**src/rtl/ssh_pkg.sv**
```systemverilog
// ----------------------------------------------------------------------------
// ssh_pkg
// Shared types and constants for the selectable string hash block.
// ----------------------------------------------------------------------------
package ssh_pkg;

  localparam int CHAR_W = 8;
  localparam int HASH_W = 32;
  localparam int OUT_W  = 31;
  localparam int ALG_W  = 3;

  typedef enum logic [ALG_W-1:0] {
    ALG_SDBM = 3'd0,
    ALG_RS   = 3'd1,
    ALG_JS   = 3'd2,
    ALG_PJW  = 3'd3,
    ALG_ELF  = 3'd4,
    ALG_BKDR = 3'd5,
    ALG_DJB  = 3'd6,
    ALG_AP   = 3'd7
  } alg_t;

  typedef logic [HASH_W-1:0] word_t;

  localparam word_t RS_STEP   = 32'd378551;
  localparam word_t RS_START  = 32'd63689;
  localparam word_t JS_START  = 32'd1315423911;
  localparam word_t PJW_TOP   = 32'hF000_0000;
  localparam word_t BKDR_SEED = 32'd131;
  localparam word_t DJB_START = 32'd5381;

  function automatic word_t start_value(input alg_t alg);
    word_t v;
    case (alg)
      ALG_JS:  v = JS_START;
      ALG_DJB: v = DJB_START;
      default: v = '0;
    endcase
    return v;
  endfunction

endpackage

```
**src/rtl/ssh_in_if.sv**
```systemverilog
// ----------------------------------------------------------------------------
// ssh_in_if
// Character request channel: valid/ready handshake with one signed byte.
// ----------------------------------------------------------------------------
interface ssh_in_if import ssh_pkg::*; ();
  logic                     valid;
  logic                     ready;
  logic signed [CHAR_W-1:0] character;
  logic                     last;

  modport source (output valid, output character, output last, input ready);
  modport sink   (input valid, input character, input last, output ready);
endinterface

```
**src/rtl/ssh_out_if.sv**
```systemverilog
// ----------------------------------------------------------------------------
// ssh_out_if
// Hash result channel: valid/ready handshake with the 31-bit hash.
// ----------------------------------------------------------------------------
interface ssh_out_if import ssh_pkg::*; ();
  logic             valid;
  logic             ready;
  logic [OUT_W-1:0] hash_value;

  modport source (output valid, output hash_value, input ready);
  modport sink   (input valid, input hash_value, output ready);
endinterface

```
**src/rtl/selectable_string_hash.sv**
```systemverilog
// ----------------------------------------------------------------------------
// selectable_string_hash
// Character-at-a-time string hash with eight selectable classic hashes.
// ----------------------------------------------------------------------------
// Usage:
//   text   : one character request per handshake, last marks the string end
//   digest : one hash_value request per string, the low 31 bits of the hash
//   cfg_we/cfg_wdata : selects the hash and restarts the running state;
//     write only while no string is in progress
// Result path: a last character is held in the input register, then
//   loaded into the result register when digest is free; digest takes
//   it from there.
// Throughput: one character per cycle unless a last character waits; set
//   by the single fold stage with its 32x32 multiply for the RS hash.
// Reset: clears the pipeline, selects SDBM and restarts the running hash.
//   text.ready is low while rst is high.
// Stall: a waiting hash holds in the result register; characters that do
//   not end a string keep flowing, a last character waits in the input
//   register until the result register frees.
// ----------------------------------------------------------------------------
module selectable_string_hash
  import ssh_pkg::*;
(
  input  logic             clk,
  input  logic             rst,
  input  logic             cfg_we,
  input  logic [ALG_W-1:0] cfg_wdata,
  ssh_in_if.sink           text,
  ssh_out_if.source        digest
);

  alg_t                     algorithm;
  word_t                    running_hash;
  word_t                    rs_multiplier;
  logic                     odd_position;

  logic                     s1_valid;
  logic signed [CHAR_W-1:0] s1_char;
  logic                     s1_last;

  logic                     out_valid;
  logic [OUT_W-1:0]         out_hash;

  logic                     out_free;
  logic                     s1_advance;
  word_t                    c32;
  word_t                    hash_next;
  word_t                    pjw_sum;

  assign out_free   = !out_valid || digest.ready;
  assign s1_advance = s1_valid && (!s1_last || out_free);
  assign text.ready = !rst && (!s1_valid || s1_advance);

  assign digest.valid      = out_valid;
  assign digest.hash_value = out_hash;

  assign c32     = {{(HASH_W-CHAR_W){s1_char[CHAR_W-1]}}, s1_char};
  assign pjw_sum = (running_hash << 4) + c32;

  always_comb begin
    case (algorithm)
      ALG_SDBM: begin
        hash_next = c32 + (running_hash << 6) + (running_hash << 16) - running_hash;
      end
      ALG_RS: begin
        hash_next = running_hash * rs_multiplier + c32;
      end
      ALG_JS: begin
        hash_next = running_hash ^ ((running_hash << 5) + c32 + (running_hash >> 2));
      end
      ALG_PJW, ALG_ELF: begin
        if ((pjw_sum & PJW_TOP) != '0) begin
          hash_next = (pjw_sum ^ ((pjw_sum & PJW_TOP) >> 24)) & ~PJW_TOP;
        end else begin
          hash_next = pjw_sum;
        end
      end
      ALG_BKDR: begin
        hash_next = (running_hash << 7) + (running_hash << 1) + running_hash + c32;
      end
      ALG_DJB: begin
        hash_next = running_hash + (running_hash << 5) + c32;
      end
      ALG_AP: begin
        if (!odd_position) begin
          hash_next = running_hash ^ ((running_hash << 7) ^ c32 ^ (running_hash >> 3));
        end else begin
          hash_next = running_hash ^ ~((running_hash << 11) ^ c32 ^ (running_hash >> 5));
        end
      end
      default: begin
        hash_next = running_hash;
      end
    endcase
  end

  // input register
  always_ff @(posedge clk) begin
    if (rst) begin
      s1_valid <= 1'b0;
    end else if (text.valid && text.ready) begin
      s1_valid <= 1'b1;
    end else if (s1_advance) begin
      s1_valid <= 1'b0;
    end
    if (text.valid && text.ready) begin
      s1_char <= text.character;
      s1_last <= text.last;
    end
  end

  // running state
  always_ff @(posedge clk) begin
    if (rst) begin
      algorithm     <= ALG_SDBM;
      running_hash  <= start_value(ALG_SDBM);
      rs_multiplier <= RS_START;
      odd_position  <= 1'b0;
    end else if (cfg_we) begin
      algorithm     <= alg_t'(cfg_wdata);
      running_hash  <= start_value(alg_t'(cfg_wdata));
      rs_multiplier <= RS_START;
      odd_position  <= 1'b0;
    end else if (s1_advance) begin
      if (s1_last) begin
        running_hash  <= start_value(algorithm);
        rs_multiplier <= RS_START;
        odd_position  <= 1'b0;
      end else begin
        running_hash  <= hash_next;
        rs_multiplier <= rs_multiplier * RS_STEP;
        odd_position  <= !odd_position;
      end
    end
  end

  // result register
  always_ff @(posedge clk) begin
    if (rst) begin
      out_valid <= 1'b0;
    end else if (s1_advance && s1_last) begin
      out_valid <= 1'b1;
    end else if (digest.ready) begin
      out_valid <= 1'b0;
    end
    if (s1_advance && s1_last) begin
      out_hash <= hash_next[OUT_W-1:0];
    end
  end

endmodule

```
**src/flat_wrapper.sv**
```systemverilog
// flat-port wrapper written by rule: the top's interface ports become plain ports
module selectable_string_hash_flat import ssh_pkg::*;
  (clk, rst, cfg_we, cfg_wdata, text_valid, text_character, text_last, text_ready, digest_valid, digest_hash_value, digest_ready);
  ssh_in_if text_i ();
  ssh_out_if digest_i ();
  input  logic clk;
  input  logic rst;
  input  logic cfg_we;
  input  logic [ALG_W-1:0] cfg_wdata;
  input wire logic [$bits(text_i.valid)-1:0] text_valid;
  input wire logic [$bits(text_i.character)-1:0] text_character;
  input wire logic [$bits(text_i.last)-1:0] text_last;
  output wire logic [$bits(text_i.ready)-1:0] text_ready;
  output wire logic [$bits(digest_i.valid)-1:0] digest_valid;
  output wire logic [$bits(digest_i.hash_value)-1:0] digest_hash_value;
  input wire logic [$bits(digest_i.ready)-1:0] digest_ready;
  assign text_i.valid = text_valid;
  assign text_i.character = text_character;
  assign text_i.last = text_last;
  assign text_ready = text_i.ready;
  assign digest_valid = digest_i.valid;
  assign digest_hash_value = digest_i.hash_value;
  assign digest_i.ready = digest_ready;
  selectable_string_hash u_core (.clk(clk), .rst(rst), .cfg_we(cfg_we), .cfg_wdata(cfg_wdata), .text(text_i), .digest(digest_i));
endmodule
```
**config.mk**
```make
export PLATFORM = sky130hd
export DESIGN_NAME = selectable_string_hash_flat
export DESIGN_NICKNAME = d
export VERILOG_FILES = /design/src/rtl/ssh_pkg.sv /design/src/rtl/ssh_in_if.sv /design/src/rtl/ssh_out_if.sv /design/src/rtl/selectable_string_hash.sv /design/src/flat_wrapper.sv
export SDC_FILE = /design/constraint.sdc
export NUM_CORES = 2
export LEC_CHECK = 0
export CAP_MARGIN = 20
export CORE_AREA = 2 2 283 215
export CTS_CLUSTER_SIZE = 10
export DETAILED_ROUTE_END_ITERATION = 8
export DIE_AREA = 0 0 285 217
export DONT_BUFFER_PORTS = 1
export HOLD_SLACK_MARGIN = 0.02
export PLACE_DENSITY = 0.94
export SLEW_MARGIN = 5
export SYNTH_ARGS = -nofsm -noshare
export SYNTH_HDL_FRONTEND = slang
export SYNTH_SLANG_ARGS = --single-unit
```
**constraint.sdc**
```tcl
create_clock -name clk -period 48.8 [get_ports clk]
set_clock_uncertainty 0.1 [all_clocks]
set_input_delay 2.44 -clock clk [delete_from_list [all_inputs] [get_ports clk]]
set_output_delay 2.44 -clock clk [all_outputs]
set_load 0.01 [all_outputs]
```
==> impl_metrics.env <==
export IMPL_grt_max_degree=85
export IMPL_syn_area_sq_mm=0.0417
export IMPL_grt_ovfl_total=0
export IMPL_cts_hold_buf=0
export IMPL_synth_edf_count=40
export IMPL_worstPathBufferInverterCount=7
export IMPL_grt_pass1_vias=36900
export IMPL_slowest_stage="dfxtp_1"
export IMPL_synth_cells=4663
export IMPL_synth_async_reset_ratio_pct=0
export IMPL_powerDensity_mw_per_mm2=77.1
export IMPL_period_share_pct=18.5
export IMPL_endpoint_kind="register"
export IMPL_cts_resized=0
export IMPL_antenna_found_initial=4
export IMPL_intPower_uw=1390
export IMPL_fp_row_count=78
export IMPL_gp_congestion=1.11
export IMPL_fin_ws_ps=39750
export IMPL_die_h_um=217
export IMPL_hp_class="register to register"
export IMPL_maxSlewHeadroom_pct=18.6
export IMPL_ys_seq_elements=110
export IMPL_cpMostUsedCell="fa_1"
export IMPL_wl_per_cell_um=25.6
export IMPL_ant_nets=0
export IMPL_failed_checks="design-rule violations"
export IMPL_worst_path_stages=26
export IMPL_critPathTopFamily="adder cells"
export IMPL_fmax_ghz=0.110
export IMPL_setup_tns_final_ps=0
export IMPL_worst_slew_pin_slew_ps=1220
export IMPL_synthesis_nets=5934
export IMPL_ys_seq_area_share_pct=6.24
export IMPL_cts_sinks=110
export IMPL_place_ws_ps=40090
export IMPL_grt_pass1_wl_mm=213
export IMPL_cts_tree="done"
export IMPL_insertion_delay_ps=430
export IMPL_min_path_cells=1
export IMPL_p_clk_share_pct=2.7
export IMPL_synth_cell_type_count=84
export IMPL_core_sq_mm=0.0595
export IMPL_fillCellCount=4090
export IMPL_startpoint_type="register"
export IMPL_dieArea_sq_mm=0.0618
export IMPL_pwr_share_comb_pct=93.0
export IMPL_drtPass1Iterations=9
export IMPL_power_leakage_uw=0.0210
export IMPL_die_x_um=285
export IMPL_gr_usage_all_layers_pct=45.7
export IMPL_worst_setup_path_type="register to register"
export IMPL_hold_viol=0
export IMPL_r2r_cells=26
export IMPL_drt_drc_violations_left=101
export IMPL_p_sw_share_pct=58.2
export IMPL_required_ps=49020
export IMPL_p_seq_share_pct=4.2
export IMPL_num_nets_final=5852
export IMPL_yosys_warnings=0
export IMPL_wirelength_mm=138
export IMPL_syn2layout_area_growth_pct=3.11
export IMPL_cap_violations=0
export IMPL_numPortBuffers=0
export IMPL_cts_max_level=3
export IMPL_critical_path_arrival_ps=9270
export IMPL_cts_inserted_buffers=9
export IMPL_slew_violations=0
export IMPL_start_util_pct=70.1
export IMPL_drtIter0Drc=5537
export IMPL_syn_avg_cell_area_sq_um=8.95
export IMPL_layout_common_cells="925 x inv_1, 787 x fa_1, 467 x ha_1"
export IMPL_vias=35700
export IMPL_cts_root_buffer="clkbuf_16"
export IMPL_setup_viol=0
export IMPL_vias_per_cell=6.61
export IMPL_ys_flop_type="dfxtp_1"
export IMPL_status="complete, but fails checks"
export IMPL_io_pins=50
export IMPL_layout_drive_gt1_share_pct=3.03
export IMPL_vdd_ir_drop_max_uv=283
export IMPL_min_period_ps=9050
export IMPL_place_hpwl_mm=109
export IMPL_cts_reportedPaths_clkPinSlew_ps=100
export IMPL_cts_path_max_buffers=2
export IMPL_p_sw_uw=1930
export IMPL_layout_commonest_cell="inv_1"
export IMPL_rsz0062_at_grt="false"
export IMPL_postCtsSetupBuffers=0
export IMPL_cp_slowest_stage_delay_ps=860
export IMPL_path_max_fanout=21
==> layer usage <==
metal  global-route usage, %  vias to the layer above  part of all wire, %
li1                        -                    14600                    -
met5                    3.75                        -                 0.25
met1                    59.3                    17200                   35
met3                    21.0                      795                   18
met2                    63.9                     3055                   40
met4                    23.1                       12                  6.8
==> power groups by stage <==
stage | sequential, uW | clock, uW | combinational [uW]
6_report | 140 | 90.8 | 3090
5_1_grt | 139 | 90.7 | 3350
3_5_place_dp | 139 | 0 | 2950
4_1_cts | 137 | 88.2 | 2980
2_1_floorplan | 138 | 0 | 2150
3_3_place_gp | 138 | 0 | 2810
==> worst reg2reg max path, stage by stage, from the launching register on <==
cell	delay (ps)
dfxtp_1	860
inv_1	700
nor2_1	330
fa_1	470
fa_1	460
fa_1	500
inv_1	60
fa_1	530
inv_1	60
fa_1	500
inv_1	60
fa_1	550
inv_1	50
fa_1	470
inv_1	50
fa_1	480
inv_1	40
ha_1	400
nand3_1	180
or3_1	430
o211ai_1	490
nand3_1	140
o22ai_1	300
o221ai_1	160
a221oi_1	250
and4b_1	250
o21ai_1	70
==> Yosys cell counts (8+ instances only) <==
master / count / share of area (%)
a211o_1: 14 / 0.29
a211oi_1: 33 / 0.59
a21o_1: 64 / 1.2
a21oi_1: 210 / 2.5
a221oi_1: 18 / 0.38
a22oi_1: 19 / 0.34
a31oi_1: 22 / 0.33
and2_1: 261 / 3.9
and3_1: 18 / 0.27
buf_1: 11 / 0.099
buf_2: 8 / 0.096
clkbuf_1: 150 / 1.3
dfxtp_1: 70 / 3.4
edfxtp_1: 40 / 2.9
fa_1: 787 / 38
ha_1: 467 / 14
inv_1: 927 / 8.3
mux2i_1: 12 / 0.29
nand2_1: 379 / 3.4
nand2b_1: 26 / 0.39
nand3_1: 39 / 0.47
nand3b_1: 8 / 0.14
nor2_1: 239 / 2.1
nor2b_1: 18 / 0.27
nor3_1: 43 / 0.52
nor4_1: 9 / 0.13
o211ai_1: 32 / 0.58
o21a_1: 46 / 0.83
o21ai_0: 130 / 1.6
o21ai_1: 8 / 0.096
o21bai_1: 18 / 0.32
o221ai_1: 17 / 0.36
o22ai_1: 25 / 0.37
o31ai_1: 25 / 0.45
or2_2: 13 / 0.19
or3_1: 17 / 0.25
xnor2_1: 241 / 5.1
xor2_1: 86 / 1.8
==> worst paths after layout <==
path,endpoint,start,slack [ps]
setup / recovery,u_core.running_hash[31],u_core.rs_multiplier[4],39750
setup reg to reg,u_core.running_hash[31],u_core.rs_multiplier[4],39750
hold reg to reg,u_core.rs_multiplier[0],u_core.rs_multiplier[0],390
hold / removal,u_core.rs_multiplier[0],u_core.rs_multiplier[0],390
==> sequential cells by signal, indices dropped and copies added, names as in the netlist, 3 cells and up <==
register / count
u_core.running_hash: 32
u_core.s1_char: 8
u_core.digest.hash_value: 31
u_core.rs_multiplier: 32
u_core.algorithm: 3
==> cell families (layout without fill, tap and decap cells) <==
group / Yosys count / count (layout) / synth area share, %
adder cells (fa/ha/maj): 1254 / 1254 / 51.7
flip-flops: 110 / 110 / 6.24
buffers and inverters: 1096 / 1019 / 9.88
AND/OR/NAND/NOR: 1094 / 1094 / 12.6
AO/OA/AOI/OAI: 769 / 769 / 12.3
XOR/XNOR: 328 / 328 / 6.92
multiplexers: 12 / 12 / 0.288
other: 0 / 8 / 0
==> through the flow <==
step	utilization, %	instances	hold slack [ps]	power [uW]	area (sq um)
after global placement	71.7	5368	366	2950	42700
after floorplan	-	4663	364	2290	41700
after detailed placement	71.7	5368	374	3090	42700
after global routing	72.3	5388	415	3580	43000
after CTS	72.2	5384	395	3200	43000
final	72.3	5394	394	3320	43000
==> final cells by class <==
type                       instances  area, sq um  area share, %
sequential                       110         2600           6.05
clock buffer                      11          243          0.564
clock inverter                     5         63.8          0.148
tap                              800         1000           2.33
inverter                         927         3480           8.09
antenna                            8         20.0         0.0465
multi-input combinational       3457        35000           81.4
timing repair buffer              76          591           1.37
(Power assumes the default switching activity.)
